### config.mk
export PLATFORM = sky130hd
export DESIGN_NAME = cspmv_back
export DESIGN_NICKNAME = d
export VERILOG_FILES = /design/src/design/cspmv_pkg.sv /design/src/design/cspmv_back.sv
export SDC_FILE = /design/constraint.sdc
export NUM_CORES = 2
export LEC_CHECK = 0
export ABC_AREA = 1
export BUFFER_PORTS_ARGS = -buffer_cell sky130_fd_sc_hd__buf_2
export CORE_MARGIN = 1
export CORE_UTILIZATION = 55
export CTS_BUF_LIST = sky130_fd_sc_hd__clkbuf_8
export CTS_CLUSTER_DIAMETER = 60
export DETAILED_ROUTE_END_ITERATION = 10
export PLACE_DENSITY = 0.75
export SKIP_CTS_REPAIR_TIMING = 1
export SYNTH_ARGS = -nofsm -noshare
export SYNTH_HDL_FRONTEND = slang
export SYNTH_SLANG_ARGS = --single-unit
### constraint.sdc
create_clock -name clock -period 7.79 [get_ports clock]
set_input_delay 0.3895 -clock clock [delete_from_list [all_inputs] [get_ports clock]]
set_output_delay 0.3895 -clock clock [all_outputs]
set_load 0.05 [all_outputs]
### src/design/cspmv_pkg.sv
`timescale 1ns / 1ps
// -----------------------------------------------------------------------------
// CSR SpMV package
// Types, constants and item codes shared by the sparse matrix-vector blocks.
// -----------------------------------------------------------------------------
package cspmv_pkg;

   localparam int VECTOR_DEPTH = 1024;
   localparam int VEC_ADDR_W   = $clog2(VECTOR_DEPTH);
   localparam int QUEUE_DEPTH  = 2;
   localparam int QUEUE_PTR_W  = $clog2(QUEUE_DEPTH);

   localparam int KIND_W   = 2;
   localparam int COLUMN_W = 10;
   localparam int VALUE_W  = 32;
   localparam int ROW_W    = 16;
   localparam int SUM_W    = 64;
   localparam int FRAC_W   = 16;

   localparam logic [KIND_W-1:0] KIND_LOAD    = 2'd0;
   localparam logic [KIND_W-1:0] KIND_NONZERO = 2'd1;
   localparam logic [KIND_W-1:0] KIND_EMPTY   = 2'd2;

   localparam logic signed [SUM_W-1:0] SUM_MAX = {1'b0, {(SUM_W-1){1'b1}}};
   localparam logic signed [SUM_W-1:0] SUM_MIN = {1'b1, {(SUM_W-1){1'b0}}};

   typedef enum logic [1:0] {
      OP_ACCUM,
      OP_ACCUM_EMIT,
      OP_EMIT
   } op_type;

   typedef struct packed {
      op_type                     op;
      logic signed [VALUE_W-1:0]  value;
      logic signed [VALUE_W-1:0]  x;
   } work_type;

   typedef struct packed {
      logic busy;
      logic hand_off;
   } front_status_type;

   typedef struct packed {
      logic emit_fire;
      logic accum_fire;
   } back_status_type;

endpackage

### src/design/cspmv_back.sv
`timescale 1ns / 1ps
// -----------------------------------------------------------------------------
// CSR SpMV back end
// Multiplies, accumulates with saturation and emits completed row sums.
// -----------------------------------------------------------------------------
module cspmv_back import cspmv_pkg::*; (
   input  logic                       clock,
   input  logic                       reset,
   input  logic                       work_valid,
   output logic                       work_ready,
   input  work_type                   work,
   input  logic [ROW_W-1:0]           row_count,
   output logic                       rsp_valid,
   input  logic                       rsp_ready,
   output logic [ROW_W-1:0]           row_index,
   output logic signed [SUM_W-1:0]    row_sum,
   output logic                       last_row,
   output back_status_type            status
);

   logic                      m_valid_ff;
   logic                      m_valid_in;
   op_type                    m_op_ff;
   logic signed [SUM_W-1:0]   m_prod_ff;
   logic signed [SUM_W-1:0]   prod_in;

   logic signed [SUM_W-1:0]   acc_ff;
   logic signed [SUM_W-1:0]   acc_in;
   logic signed [SUM_W-1:0]   addend;
   logic signed [SUM_W-1:0]   sum;
   logic signed [SUM_W-1:0]   acc_new;
   logic                      overflow;
   logic [ROW_W-1:0]          row_ff;
   logic [ROW_W-1:0]          row_in;
   logic                      is_last;

   logic                      rsp_valid_ff;
   logic                      rsp_valid_in;
   logic [ROW_W-1:0]          rsp_row_ff;
   logic signed [SUM_W-1:0]   rsp_sum_ff;
   logic                      rsp_last_ff;

   logic                      m_emit;
   logic                      out_free;
   logic                      m_adv;
   logic                      take;

   assign m_emit     = m_op_ff != OP_ACCUM;
   assign out_free   = !rsp_valid_ff || rsp_ready;
   assign m_adv      = m_valid_ff && (!m_emit || out_free);
   assign work_ready = !m_valid_ff || m_adv;
   assign take       = work_valid && work_ready;

   assign prod_in = SUM_W'({{(SUM_W-VALUE_W){work.value[VALUE_W-1]}}, work.value}
                         * {{(SUM_W-VALUE_W){work.x[VALUE_W-1]}}, work.x});

   always_comb begin
      if (take) begin
         m_valid_in = 1'b1;
      end else if (m_adv) begin
         m_valid_in = 1'b0;
      end else begin
         m_valid_in = m_valid_ff;
      end
   end

   always_ff @(posedge clock) begin
      if (take) begin
         m_op_ff   <= work.op;
         m_prod_ff <= prod_in;
      end
   end

   assign addend   = (m_op_ff == OP_EMIT) ? '0
                   : {{FRAC_W{m_prod_ff[SUM_W-1]}}, m_prod_ff[SUM_W-1:FRAC_W]};
   assign sum      = acc_ff + addend;
   assign overflow = (acc_ff[SUM_W-1] == addend[SUM_W-1]) &&
                     (sum[SUM_W-1] != acc_ff[SUM_W-1]);
   assign acc_new  = overflow ? (acc_ff[SUM_W-1] ? SUM_MIN : SUM_MAX) : sum;
   assign is_last  = ({1'b0, row_ff} + (ROW_W+1)'(1)) >= {1'b0, row_count};

   always_comb begin
      acc_in = acc_ff;
      row_in = row_ff;
      if (m_adv) begin
         if (m_emit) begin
            acc_in = '0;
            row_in = is_last ? '0 : row_ff + 1'b1;
         end else begin
            acc_in = acc_new;
         end
      end
   end

   always_comb begin
      if (m_adv && m_emit) begin
         rsp_valid_in = 1'b1;
      end else if (rsp_ready) begin
         rsp_valid_in = 1'b0;
      end else begin
         rsp_valid_in = rsp_valid_ff;
      end
   end

   always_ff @(posedge clock) begin
      if (reset) begin
         m_valid_ff   <= 1'b0;
         acc_ff       <= '0;
         row_ff       <= '0;
         rsp_valid_ff <= 1'b0;
      end else begin
         m_valid_ff   <= m_valid_in;
         acc_ff       <= acc_in;
         row_ff       <= row_in;
         rsp_valid_ff <= rsp_valid_in;
      end
   end

   always_ff @(posedge clock) begin
      if (m_adv && m_emit) begin
         rsp_row_ff  <= row_ff;
         rsp_sum_ff  <= acc_new;
         rsp_last_ff <= is_last;
      end
   end

   assign rsp_valid         = rsp_valid_ff;
   assign row_index         = rsp_row_ff;
   assign row_sum           = rsp_sum_ff;
   assign last_row          = rsp_last_ff;
   assign status.emit_fire  = m_adv && m_emit;
   assign status.accum_fire = m_adv && !m_emit;

endmodule

Yosys cells after proc, flatten, opt, wreduce, memory -nomap -nowiden
Cells that the tools add are included.

operators by class
  add/subtract/negate cells = 3
  multiply operators = 1
  $lt $le $gt $ge = 1
  equal/unequal tests = 3
  muxes and demuxes = 9
  reductions and logical operators = 15

operator list
  operator                                                          count
  64-bit 2-to-1 mux                                                 4
  64-bit adder                                                      1
  32-bit by 32-bit multiplier with 64-bit output                    1
  16-bit by 1-bit adder with 17-bit output (second input constant)  1
  17-bit by 16-bit >= comparator with 1-bit output                  1
  16-bit by 1-bit adder with 16-bit output (second input constant)  1
  16-bit 2-to-1 mux                                                 1
  2-bit nonzero test                                                3
  1-bit logical AND                                                 5
  1-bit 2-to-1 mux                                                  4
  1-bit logical NOT                                                 3
  1-bit logical OR                                                  3
  2-bit equality test (second input constant)                       1
  2-bit AND reduction                                               1
  1-bit equality test                                               1
  1-bit != test                                                     1

storage, ports and cells
  flip-flop bits (word level) = 229
  bits of input ports = 86
  word-level logic and storage cells = 41

Longest topological paths before layout
  depth after elaboration = 7
  depth in mapped cells = 32

Least setup slack after synthesis
OpenSTA, ideal clock, no wires.

  kind = input-to-reg
  start point = in work[63] (netlist bit)
  end point = reg m_prod_ff[61], data pin
  setup time = 0.252 ns
  data arrival time = 7.053 ns
  path slack = 0.484 ns
  cell stages on the path = 27
  path through = clkbuf_1 nand2_1 inv_1 fa_1 inv_1 fa_1 fa_1 inv_1 fa_1 inv_1 fa_1 inv_1 fa_1 fa_1 inv_1 fa_1 inv_1 ha_1 nand2_1 nor2_1 inv_1 nor2_1 inv_1 nor4_1 a21oi_1 nand3_1 nand2_1

on the way
  cells in the longest elaborated chain, start to end = 1

RTL lines
  what                                            line              RTL
  start: declaration                              cspmv_back.sv:11  input work_type work,
  32-bit by 32-bit multiplier with 64-bit output  cspmv_back.sv:55  * {{(SUM_W-VALUE_W){work.x[VALUE_W-1]}}, work.x});
  net prod_in[61]                                 cspmv_back.sv:25  logic signed [SUM_W-1:0] prod_in;
  end signal: assignment                          cspmv_back.sv:70  m_prod_ff <= prod_in;
  end: declaration                                cspmv_back.sv:24  logic signed [SUM_W-1:0] m_prod_ff;

The timed path passes the listed nets, and every way through them passes these cells.
A chain may end at the register's enable or synchronous reset.

Final worst setup path
  start point = in work[8] (netlist bit)
  end point = reg m_prod_ff[37], data pin

The elaborated chain is that of the path after synthesis.

==> impl_metrics.env <==
export IMPL_finalWirelength_um=152000
export IMPL_overflow=0
export IMPL_finalHoldViolCount=0
export IMPL_synth_fp_nets=8317
export IMPL_gr_usage_met1=0.429
export IMPL_reg2reg_slack_ps=1620
export IMPL_cp_arrival_ps=7760
export IMPL_rows=112
export IMPL_setup_viol=0
export IMPL_period_needed_ps=7450
export IMPL_fin_cells=8308
export IMPL_drv_slew=0
export IMPL_outcome="complete, no violations"
export IMPL_wl_per_cell_um=18.3
export IMPL_worstSetupPathType="in -> reg"
export IMPL_final_nets=8451
export IMPL_post_drt_via_cell_ratio=5.21
export IMPL_syn2layout_area_growth_pct=7.02
export IMPL_portBuffers=170
export IMPL_die_area_um2=96100
export IMPL_drive_gt1_frac=0.0613
export IMPL_tritoncts="built"
export IMPL_fillers=8660
export IMPL_crit_path_end_kind="flip-flop"
export IMPL_max_freq_mhz=134
export IMPL_dp_cells=8235
export IMPL_grt_pass1_vias=45900
export IMPL_htree_levels=2
export IMPL_synth_area_leaders="fa_1 (42%), inv_1 (15%), nand2_1 (14%)"
export IMPL_fp_dieW_um=310
export IMPL_ys_seq_elements=213
export IMPL_finClkSkew_ps=27.0
export IMPL_busiest_layer="met2"
export IMPL_ys_seq_area_frac=0.107
export IMPL_io_pins=171
export IMPL_tightest_slew_ps=1170
export IMPL_drtIter0Drc=3402
export IMPL_syn_cell_area_um2=52200
export IMPL_postLayoutCellArea_um2=55800
export IMPL_ys_dominant_reg_cell="edfxtp_1"
export IMPL_rsz0062_at_grt="false"
export IMPL_fin_crit_sh=0.956
export IMPL_grt_use_met3=0.0415
export IMPL_grt_use_total=0.330
export IMPL_synth_top_area_share=0.416
export IMPL_core_area_um2=93600
export IMPL_synth_cells=6888
export IMPL_cap_violations=0
export IMPL_start_util=0.557
export IMPL_start_kind="input port"
export IMPL_drc=0
export IMPL_met2_usage=0.555
export IMPL_worstHoldPathType="in -> reg"
export IMPL_firstDrtPassIters=6
export IMPL_grt_pass1_wl_um=245000
export IMPL_cts_root_buf="clkbuf_8"
export IMPL_die_y_um=310
export IMPL_vias=43300
export IMPL_synth_top_area_cell="fa_1"
export IMPL_path_clk_slew_ps=70
export IMPL_syn_avg_cell_area_um2=7.57
export IMPL_gp_congestion=1.01
export IMPL_yosysWarnings=0
export IMPL_dpl_instance_area_um2=55000
export IMPL_cts_made_buffers=37
export IMPL_clkSinkCount=213
export IMPL_clk_latency_ps=600
export IMPL_crit_fanout=24
export IMPL_ant_nets=0
export IMPL_relSlewSlack=0.222
export IMPL_grt_max_degree=83
export IMPL_async_reset_ff_frac=0
export IMPL_synth_edf_count=131
export IMPL_crit_required_ps=8110
export IMPL_clockBufferDepth=3
export IMPL_hpwl_um=130000
export IMPL_yosys_cell_types_count=43
export IMPL_antenna_found_initial=5
==> routing by layer <==
metal / routed length (um) / up-vias
met5: 17 / -
met4: 7590 / 4
met3: 10800 / 428
met2: 72200 / 1808
met1: 61200 / 21100
li1: - / 19900
==> cells in the final DEF, fill, tap and decap left out, types with 3 or more instances in the layout <==
master,netlist,layout
nand3_2,3,3
nand2_2,3,3
o21ai_1,5,5
o21ai_0,74,74
edfxtp_1,131,131
nand2_1,1941,1941
nor2_4,3,4
clkbuf_8,0,40
a31oi_1,15,15
and3_1,7,7
a211oi_1,3,3
clkinvlp_4,0,5
inv_1,2066,2070
nor4_1,12,12
diode_2,0,3
dfxtp_1,82,82
bufinv_16,0,3
clkinv_2,0,11
inv_2,8,9
a21oi_1,230,230
xnor2_1,28,28
o21a_1,10,10
a21o_1,7,7
buf_2,15,170
nor3_1,30,30
o21bai_1,19,19
or2_2,12,12
buf_4,2,151
ha_1,260,260
xor2_1,56,56
nor2_1,305,304
nand4_1,55,55
nand3_1,180,180
fa_1,1083,1083
nor2_2,4,4
buf_12,0,11
==> flip-flops by register name, summed over array words and instances (netlist names) <==
name and cells:
m_prod_ff 48, m_valid_ff 1, m_op_ff 2, rsp_valid 1, acc_ff 64, last_row 1, row_index 16, row_sum 64
row_ff 16
==> synthesized netlist by cell type (12+ instances only) <==
| master | number |
|---|---|
| a21oi_1 | 230 |
| a31oi_1 | 15 |
| buf_2 | 15 |
| clkbuf_1 | 215 |
| dfxtp_1 | 82 |
| edfxtp_1 | 131 |
| fa_1 | 1083 |
| ha_1 | 260 |
| inv_1 | 2066 |
| nand2_1 | 1941 |
| nand3_1 | 180 |
| nand4_1 | 55 |
| nor2_1 | 305 |
| nor3_1 | 30 |
| nor4_1 | 12 |
| o21ai_0 | 74 |
| o21bai_1 | 19 |
| or2_2 | 12 |
| xnor2_1 | 28 |
| xor2_1 | 56 |
==> final cells by class <==
| type | instances | area [um2] | area share |
|---|---|---|---|
| multi-input cells | 4361 | 37900 | 0.679 |
| inverters | 2075 | 7790 | 0.140 |
| flip-flops and latches | 213 | 5580 | 0.0999 |
| repair buffers | 334 | 2220 | 0.0399 |
| well taps | 1254 | 1570 | 0.0281 |
| clock buffers | 40 | 551 | 0.00986 |
| clock inverters | 28 | 230 | 0.00412 |
| diodes | 3 | 7.51 | 0.000134 |
==> worst max-delay path, cell delays in order <==
cell      delay (ps)
buf_2            270
buf_4            390
nand2_1          160
fa_1             560
inv_1             60
fa_1             450
fa_1             500
inv_1             50
fa_1             480
inv_1             50
fa_1             500
inv_1             60
fa_1             520
inv_1             50
fa_1             510
fa_1             430
ha_1             350
a21oi_1          240
o21ai_0          170
a21oi_1          260
nand2_1           90
a21oi_1          520
o21bai_1         310
nand2_1          120
nand2_1           80
xor2_1           160
==> metrics by stage <==
step                      setup WS (ps)  setup TNS [ps]  hold slack (ps)  utilization
after floorplan                     484               0              450            -
after global placement             -130            -337              456        0.588
after detailed placement           -166            -481              462        0.588
after CTS                           435               0            -57.0        0.596
after global routing                136               0              110        0.596
final                               344               0             90.5        0.596
==> final timing paths <==
check / to / startpoint / cells after the start
worst max-delay path: m_prod_ff[37] / work[8] / 26
worst min-delay path: rsp_valid / rsp_ready / 4
worst max register to register: acc_ff[40] / m_op_ff[0] / 24
worst min register to register: acc_ff[21] / acc_ff[21] / 2
==> kinds of logic (layout without fill, tap and decap cells) <==
group                      Yosys count  after routing  share of synthesized area
and+or+nand+nor                   2563           2563                      0.196
buffers and inverters             2314           2477                      0.167
adders and majority gates         1343           1343                      0.478
AOI/OAI and AO/OA                  371            371                     0.0383
DFF                                213            213                      0.107
xor gates and xnor gates            84             84                     0.0141
other                                0              3                          0
Power is not shown: default switching activity piles up to over one toggle a cycle in this logic, so the estimate is an artifact.
