<file path="config.mk">
export PLATFORM = sky130hd
export DESIGN_NAME = cspmv_queue
export DESIGN_NICKNAME = d
export VERILOG_FILES = /design/src/design/cspmv_pkg.sv /design/src/design/cspmv_queue.sv
export SDC_FILE = /design/constraint.sdc
export NUM_CORES = 1
export LEC_CHECK = 0
export ABC_AREA = 1
export ABC_CLOCK_PERIOD_IN_PS = 4600
export BUFFER_PORTS_ARGS = -buffer_cell sky130_fd_sc_hd__buf_4
export CAP_MARGIN = 10
export CORE_ASPECT_RATIO = 1.4
export CORE_UTILIZATION = 39
export CTS_CLUSTER_DIAMETER = 80
export CTS_CLUSTER_SIZE = 8
export DETAILED_ROUTE_END_ITERATION = 8
export SETUP_SLACK_MARGIN = 0.5
export SYNTH_ARGS = -nofsm -noshare
export SYNTH_HDL_FRONTEND = slang
export SYNTH_SLANG_ARGS = --single-unit
export TNS_END_PERCENT = 1
</file>
<file path="constraint.sdc">
create_clock -name clock -period 4.6 [get_ports clock]
set_clock_uncertainty 0.15 [all_clocks]
set_input_delay 0.69 -clock clock [delete_from_list [all_inputs] [get_ports clock]]
set_output_delay 0.69 -clock clock [all_outputs]
set_load 0.05 [all_outputs]
</file>
<file path="src/design/cspmv_pkg.sv">
`timescale 1ns / 1ps
// -----------------------------------------------------------------------------
// CSR SpMV package
// Types, constants and item codes shared by the sparse matrix-vector blocks.
// -----------------------------------------------------------------------------
package cspmv_pkg;

   localparam int VECTOR_DEPTH = 1024;
   localparam int VEC_ADDR_W   = $clog2(VECTOR_DEPTH);
   localparam int QUEUE_DEPTH  = 2;
   localparam int QUEUE_PTR_W  = $clog2(QUEUE_DEPTH);

   localparam int KIND_W   = 2;
   localparam int COLUMN_W = 10;
   localparam int VALUE_W  = 32;
   localparam int ROW_W    = 16;
   localparam int SUM_W    = 64;
   localparam int FRAC_W   = 16;

   localparam logic [KIND_W-1:0] KIND_LOAD    = 2'd0;
   localparam logic [KIND_W-1:0] KIND_NONZERO = 2'd1;
   localparam logic [KIND_W-1:0] KIND_EMPTY   = 2'd2;

   localparam logic signed [SUM_W-1:0] SUM_MAX = {1'b0, {(SUM_W-1){1'b1}}};
   localparam logic signed [SUM_W-1:0] SUM_MIN = {1'b1, {(SUM_W-1){1'b0}}};

   typedef enum logic [1:0] {
      OP_ACCUM,
      OP_ACCUM_EMIT,
      OP_EMIT
   } op_type;

   typedef struct packed {
      op_type                     op;
      logic signed [VALUE_W-1:0]  value;
      logic signed [VALUE_W-1:0]  x;
   } work_type;

   typedef struct packed {
      logic busy;
      logic hand_off;
   } front_status_type;

   typedef struct packed {
      logic emit_fire;
      logic accum_fire;
   } back_status_type;

endpackage

</file>
<file path="src/design/cspmv_queue.sv">
`timescale 1ns / 1ps
// -----------------------------------------------------------------------------
// CSR SpMV work queue
// Short first-in first-out buffer between the front end and the back end.
// -----------------------------------------------------------------------------
module cspmv_queue import cspmv_pkg::*; (
   input  logic      clock,
   input  logic      reset,
   input  logic      in_valid,
   output logic      in_ready,
   input  work_type  in_work,
   output logic      out_valid,
   input  logic      out_ready,
   output work_type  out_work
);

   work_type                  entry_ff [QUEUE_DEPTH];
   logic [QUEUE_PTR_W-1:0]    wr_ptr_ff;
   logic [QUEUE_PTR_W-1:0]    rd_ptr_ff;
   logic [QUEUE_PTR_W:0]      count_ff;
   logic [QUEUE_PTR_W:0]      count_in;
   logic                      push;
   logic                      pop;

   assign in_ready  = count_ff != (QUEUE_PTR_W+1)'(QUEUE_DEPTH);
   assign out_valid = count_ff != '0;
   assign push      = in_valid && in_ready;
   assign pop       = out_valid && out_ready;
   assign out_work  = entry_ff[rd_ptr_ff];

   always_comb begin
      count_in = count_ff;
      if (push && !pop) begin
         count_in = count_ff + 1'b1;
      end else if (pop && !push) begin
         count_in = count_ff - 1'b1;
      end
   end

   always_ff @(posedge clock) begin
      if (reset) begin
         wr_ptr_ff <= '0;
         rd_ptr_ff <= '0;
         count_ff  <= '0;
      end else begin
         count_ff <= count_in;
         if (push) begin
            wr_ptr_ff <= wr_ptr_ff + 1'b1;
         end
         if (pop) begin
            rd_ptr_ff <= rd_ptr_ff + 1'b1;
         end
      end
   end

   always_ff @(posedge clock) begin
      if (push) begin
         entry_ff[wr_ptr_ff] <= in_work;
      end
   end

endmodule

</file>
## Yosys cells after proc, flatten, opt, wreduce, memory -nomap -nowiden

Memory sizes are Yosys's and may differ from the RTL's. A register that Yosys moved wholly into a read port is not among the register bits.
Index checks and enable logic that the tools add are counted.

- Add/sub/neg operators: 4
- Multiplexer cells: 6
- Equal/unequal tests: 1
- Reduce and logical (&&, ||, !) cells: 8

Operator list:

| kind | count |
|---|---|
| 1-bit logical AND | 4 |
| 1-bit two-way mux | 4 |
| 2-bit two-way mux | 2 |
| 2-bit nonzero test | 2 |
| 1-bit adder, second input constant | 2 |
| 2-bit by 1-bit adder with 2-bit output, second input constant | 1 |
| 1-bit zero test | 2 |
| 2-bit != test, second input constant | 1 |
| 2-bit by 1-bit subtractor with 2-bit output, second input constant | 1 |

- Bits of input ports: 70
- Register bits: 4
- Word-level logic and storage cells: 23
- RAM bits: 132
- Memories kept: 1
- Output and inout bits: 68

Memories:

| name | depth | width | read ports | clocked after memory_dff | wr ports | line | source |
|---|---|---|---|---|---|---|---|
| entry_ff | 2 | 66 | 1 | 1 | 1 | cspmv_queue.sv:17 | `work_type entry_ff [QUEUE_DEPTH];` |

## Logic depth before layout (Yosys ltp)

Gate-level depths: netlist of run 1.

- Depth in word-level cells: 6
- Mapped depth: 11
- Gate-level depth less buffers: 11

## Least setup slack after synthesis of run 1

OpenSTA, ideal clock, no wires.

- Kind: flip-flop to flip-flop
- Start: register count_ff[0]
- End: memory entry_ff[0][0] (netlist name), enable pin
- Stages on the path, launching flop included: 5
- Required time: 3.959 ns
- Setup time: 0.491 ns
- Path buffers: 0
- Period minus slack after synthesis: 4.344 ns
- Path slack: 0.256 ns
- Arrival time: 3.703 ns
- Cell sequence: dfxtp_1 > inv_1 > nand2_1 > nand2_1 > nor2_1

- Cells in the longest elaborated chain, start to end: 4

Ends and longest elaborated chain:

| what | line | source |
|---|---|---|
| start: declaration | cspmv_queue.sv:20 | `logic [QUEUE_PTR_W:0] count_ff;` |
| start signal: assignment | cspmv_queue.sv:46 | `count_ff <= count_in;` |
| 2-bit != test | cspmv_queue.sv:25 | `assign in_ready = count_ff != (QUEUE_PTR_W+1)'(QUEUE_DEPTH);` |
| named net in_ready | cspmv_queue.sv:10 | `output logic in_ready,` |
| 1-bit logical AND | cspmv_queue.sv:27 | `assign push = in_valid && in_ready;` |
| 1-bit two-way mux | cspmv_queue.sv:57 | `if (push) begin` |
| 1-bit two-way mux (not written as such) | cspmv_queue.sv:58 | `entry_ff[wr_ptr_ff] <= in_work;` |
| end: declaration | cspmv_queue.sv:17 |  |

The timed path passes the listed nets, and every way through them passes these cells.

==> flow_summary.yaml, run 1 <==
power:
  power_density_nw_per_um2: 653.2
  peakVddDrop_mv: 0.3987
  p_leak_nw: 2.731
  total_power_mw: 4.583
final_layout:
  diodes: 0
  fillers: 1065
  drive_gt1_share_pct: 59.11
  nNetsFinal: 465
  syn_to_final_growth_pct: 35.92
  finalNonFillerCells: 559
  multi_input_area_um2: 1017
  seq_area_um2: 4068
sta:
  timing.fmax_mhz: 335.0
  tns_ps: 0
  final_hold_viol_count: 0
  maxSlewHeadroom_pct: 25.56
  slew_violations: 0
  layout_min_cycle_time_ps: 2985
  finalSetupViolations: 0
  rsz0062_at_grt: "false"
  worst_pin_slew_ps: 1117
  post-route-period-util_pct: 64.89
drt:
  antenna_left: 0
  drc: 0
  drt-vias-per-instance: 4.710
  wire_per_inst_um: 16.03
  drt-initial-drc-count: 74
  route.vias.total: 2633
  dr.pass1.iters: 4
  drt-total-wl_um: 8960
floorplan:
  die_h_um: 138.1
  ios: 138
  die_w_um: 99.24
  initial_core_util_pct: 40.10
  core_area_um2: 12870
  die_area_um2: 13710
  fp-row-count: 49
synth:
  synth.avg_cell_area_um2: 21.33
  yosys-top-cells-count: "edfxtp_1 (132), mux2_4 (40), mux2_2 (26)"
  ys_seq_elements: 137
  yosysMostFrequentCell: "edfxtp_1"
  synthXorXnorAreaFrac_pct: 0
  synth_cells: 242
  synth_top_area_share_pct: 76.78
  synth_top_family_by_area: "multiplexers"
  postSynth.asyncResetShare_pct: 0
  synthTopCellsByArea: "edfxtp_1 (77%), mux2_4 (12%), mux2_2 (5.7%), dfxtp_1 (1.9%), buf_6 (1.1%)"
  yosysWarnings: 0
  synth_compound_area_share_pct: 0.3878
  synth_area_um2: 5162
  yosysTopAreaCell: "edfxtp_1"
  synth_simple_gate_area_share_pct: 1.478
  synth-main-ff-cell: "edfxtp_1"
  yosysSeqAreaShare_pct: 78.72
  synth_cell_types: 14
  syn-num-nets: 313
  muxShareOfSynthArea_pct: 17.30
  synth-edff-count: 132
  synth_fa_ha_area_share_pct: 0.2424
critical_path:
  cp-end-kind: "primary output"
  path_class: "flop to primary output"
  arrival_ps: 2150
  crit_path_max_fanout: 66
  worst_setup_path_start_kind: "flop"
  cp.required_ps: 3760
cts:
  cts_made_buffers: 17
  cts_resized: 0
  cts_max_path_buffers: 2
  clkTransAtPathRegs_ps: 60
  clock_latency_ps: 400
  htree_levels: 4
  post_cts_buffers: 0
  holdBufCountCts: 0
  root_buffer: "clkbuf_16"
  cts_tree: "built"
  numClockSinks: 137
global_route:
  grt_pass1_wl_um: 14000
  track_usage_pct: 13.87
  antenna_found_initial: 0
  grt.overflow.total: 0
  grt_max_degree: 67
  grt_pass1_vias: 2805
placed_design:
  gp_congestion: 0.6704
  dp.cells: 528
  port_buffers: 137
  hpwl_um: 5846
worst_hold_path:
  hold_path.class: "input port to flop"
flow_run:
  max_cap_violations: 0
outcome:
  status: "completed"
==> cell type report <==
type | count | area share [%]
clock buffers | 17 | 6.063
clock inverters | 14 | 3.156
inverters | 8 | 0.4280
multi-input cells | 90 | 14.50
flip-flops and latches | 137 | 57.97
well taps | 153 | 2.728
repair buffers | 140 | 15.16
==> worst paths after layout <==
path | cells past startpoint | to | startpoint | slack, ps
worst min register to register | 2 | rd_ptr_ff | rd_ptr_ff | 350
worst max-delay path | 2 | out_work[52] | flop | 1610
worst min-delay path | 1 | entry_ff[1][3] | in_work[3] | 310
worst max register to register | 5 | entry_ff[1][32] | count_ff[0] | 2430
==> cells by family (layout without fill, tap and decap cells) <==
| family | after synthesis | in the layout |
|---|---|---|
| fa+ha+maj | 1 | 1 |
| simple gates | 19 | 19 |
| buf+inv | 15 | 179 |
| mux | 66 | 66 |
| compound gates | 4 | 4 |
| flops | 137 | 137 |
==> stage by stage <==
step                area [µm²]  setup WS [ps]  utilization, %  hold WS (ps)
floorplan                 5162          256.3               -         314.5
global placement          6370           2000           49.48         332.0
detailed placement        6370           1990           49.48         336.8
CTS                       7017           1551           54.50         293.2
global route              7017           1484           54.50         289.9
finish                    7017           1615           54.50         314.9
==> registers in the layout (all words and copies together), names as in the netlist, named ones only <==
signal,count
entry_ff,132
count_ff,2
wr_ptr_ff,1
rd_ptr_ff,1
==> worst max-delay path, cell delays in order (launching register included) <==
cell	delay [ps]
dfxtp_4	1080
mux2_2	430
buf_4	190
==> layer usage <==
layer  up-vias  track usage, %  part of all wire (%)
li1       1239               -                     -
met1      1293           13.88                    38
met5         -               0                     0
met3        12           5.612                   6.3
met2        89           24.52                    54
met4         0           6.889                   1.9
==> where the power goes <==
part	internal [mW]	leakage, nW	switching (mW)
Combinational	0.521	1.15	0.897
Sequential	1.58	1.27	0.119
Clock	0.964	0.306	0.502
==> cells in the final DEF (no fill, tap or decap) <==
cell type | Yosys | final
buf_12 | 0 | 1
ha_1 | 1 | 1
mux2_2 | 26 | 26
a21oi_1 | 2 | 2
inv_6 | 0 | 3
clkinv_2 | 0 | 1
clkinv_4 | 0 | 2
clkbuf_16 | 0 | 17
buf_4 | 0 | 139
mux2_4 | 40 | 40
dfxtp_1 | 5 | 4
nand2_1 | 9 | 9
nor2_1 | 7 | 5
edfxtp_1 | 132 | 132
dfxtp_4 | 0 | 1
o21ai_0 | 2 | 2
inv_1 | 8 | 8
nor2_4 | 0 | 2
nand3_1 | 2 | 2
nand4_1 | 1 | 1
clkinvlp_4 | 0 | 3
bufinv_16 | 0 | 5
Power figures use the tool's default switching activity.
==> inputs of run 2 (changes only) <==
--- a/config.mk
+++ b/config.mk
@@ -6,7 +6,7 @@
 export NUM_CORES = 1
 export LEC_CHECK = 0
 export ABC_AREA = 1
-export ABC_CLOCK_PERIOD_IN_PS = 4600
+export ABC_CLOCK_PERIOD_IN_PS = 2700
 export BUFFER_PORTS_ARGS = -buffer_cell sky130_fd_sc_hd__buf_4
 export CAP_MARGIN = 10
 export CORE_ASPECT_RATIO = 1.4
==> constraint.sdc (replaced) <==
create_clock -name clock -period 2.7 [get_ports clock]
set_clock_uncertainty 0.15 [all_clocks]
set_input_delay 0.405 -clock clock [delete_from_list [all_inputs] [get_ports clock]]
set_output_delay 0.405 -clock clock [all_outputs]
set_load 0.05 [all_outputs]
==> flow_summary.yaml, run 2 (synthesized netlist as in run 1, its figures left out) <==
outcome:
  status: "completed"
global_route:
  grt.overflow.total: 0
  track_usage_pct: 14.24
  grt_max_degree: 47
  grt_pass1_vias: 2803
  grt_pass1_wl_um: 14330
  antenna_found_initial: 0
critical_path:
  path_cells: "buf_16 -> mux2_2 -> buf_4"
  arrival_ps: 1610
  crit_buf_inv: 2
  crit_path_max_fanout: 33
  worst_setup_path_start_kind: "flop"
  cp.required_ps: 2140
  cp-end-kind: "primary output"
  path_delay_family: "buffers and inverters"
  crit_slowest_cell: "dfxtp_4"
  path_class: "flop to primary output"
  max_stage_delay_ps: 400
floorplan:
  die_h_um: 138.1
  core_area_um2: 12870
  fp-row-count: 49
  die_area_um2: 13710
  die_w_um: 99.24
  initial_core_util_pct: 40.10
  ios: 138
final_layout:
  syn_to_final_growth_pct: 36.28
  final_common_cell: "buf_4"
  largest_reg_flops: 132
  top_regs: "entry_ff x132, count_ff x2"
  regMostFlops: "entry_ff"
  diodes: 0
  drive_gt1_share_pct: 59.12
  mostFrequentLayoutCells: "buf_4 (142), edfxtp_1 (132), mux2_4 (40), mux2_2 (26), clkbuf_16 (17)"
  nNetsFinal: 469
drt:
  drt-total-wl_um: 9282
  route.vias.total: 2639
  wire_per_inst_um: 16.46
  drt-initial-drc-count: 96
  antenna_left: 0
  drt-vias-per-instance: 4.679
  dr.pass1.iters: 4
  drc: 0
sta:
  maxSlewHeadroom_pct: 57.00
  hold_ws_ps: 35.91
  post-route-period-util_pct: 80.19
  worst_pin_slew_ps: 644.9
  tns_ps: 0
  final_hold_viol_count: 0
  layout_min_cycle_time_ps: 2165
  setup_ws_ps: 535.0
  timing.fmax_mhz: 461.9
  finalSetupViolations: 0
  slew_violations: 0
  rsz0062_at_grt: "true"
placed_design:
  dp_slack_ps: 798.8
  gp_congestion: 0.7057
  hpwl_um: 5955
  port_buffers: 137
power:
  switchingPower_mw: 2.584
  p_int_mw: 5.059
  total_power_mw: 7.643
  combPwrFrac_pct: 34.2
  clockPowerShare_pct: 29.4
  power_density_nw_per_um2: 1086
  pwr-share-seq_pct: 36.4
  switching_share_pct: 33.81
  p_leak_nw: 2.736
  peakVddDrop_mv: 0.6742
cts:
  clkTransAtPathRegs_ps: 60
  numClockSinks: 137
  holdBufCountCts: 0
  clock_latency_ps: 400
  cts_max_path_buffers: 2
  cts_tree: "built"
  root_buffer: "clkbuf_16"
  post_cts_buffers: 0
  cts_made_buffers: 17
  htree_levels: 4
worst_hold_path:
  hold_path.class: "input port to flop"
flow_run:
  max_cap_violations: 0
-- run 2: changes by cell type in the layout (fill, tap and decap cells not counted), sizes merged --
cell / change
buf: +4
clkinv: +4
bufinv: -2
inv: -2
clkbuf: +1
-- run 2: power by group through the flow --
stage	Clock, mW	Combinational, mW	Sequential [mW]
after floorplan	0	1.94	2.80
after global placement	0	2.60	2.80
after detailed placement	0	2.62	2.82
after CTS	2.31	2.66	2.78
after global routing	2.42	2.73	2.81
final	2.25	2.61	2.78
-- run 2: final timing paths --
| check | from | to | slack, ps | depth (start not counted) |
|---|---|---|---|---|
| min | in_work[22] | entry_ff[0][22] | 40 | 1 |
| min reg2reg | rd_ptr_ff | rd_ptr_ff | 350 | 2 |
| max reg2reg | count_ff[0] | entry_ff[0][56] | 880 | 5 |
| max | flop | out_work[45] | 530 | 3 |
-- run 2: area by class of cell --
type                    instances  area (µm²)
multi-input cells              90        1041
clock buffers                  18       429.2
flip-flops and latches        137        4068
fillers                      1042        5839
well taps                     153       191.4
repair buffers                144        1121
clock inverters                14       155.1
inverters                       8       30.03
-- run 2: repair_timing --
| item | 4_1_cts | 5_1_grt |
|---|---|---|
| gates cloned | 1 | 0 |
| endpoints found under the setup margin | 66 | 33 |
| pin swaps | 0 | 0 |
| gates resized for setup | 1 | 1 |
-- run 2: metrics by stage --
step	instances	area [µm²]	utilization [%]
global route	564	7036	54.65
global placement	531	6416	49.83
detailed placement	531	6416	49.83
floorplan	242	5201	-
CTS	564	7041	54.68
finish	564	7036	54.65
-- run 2: routing by layer --
| layer | wire length (µm) | global-route usage (%) | up-vias |
|---|---|---|---|
| met5 | 0 | 0 | - |
| met4 | 134 | 6.734 | 0 |
| met3 | 459 | 4.752 | 9 |
| met2 | 5288 | 25.95 | 76 |
| met1 | 3399 | 14.34 | 1298 |
| li1 | - | - | 1256 |
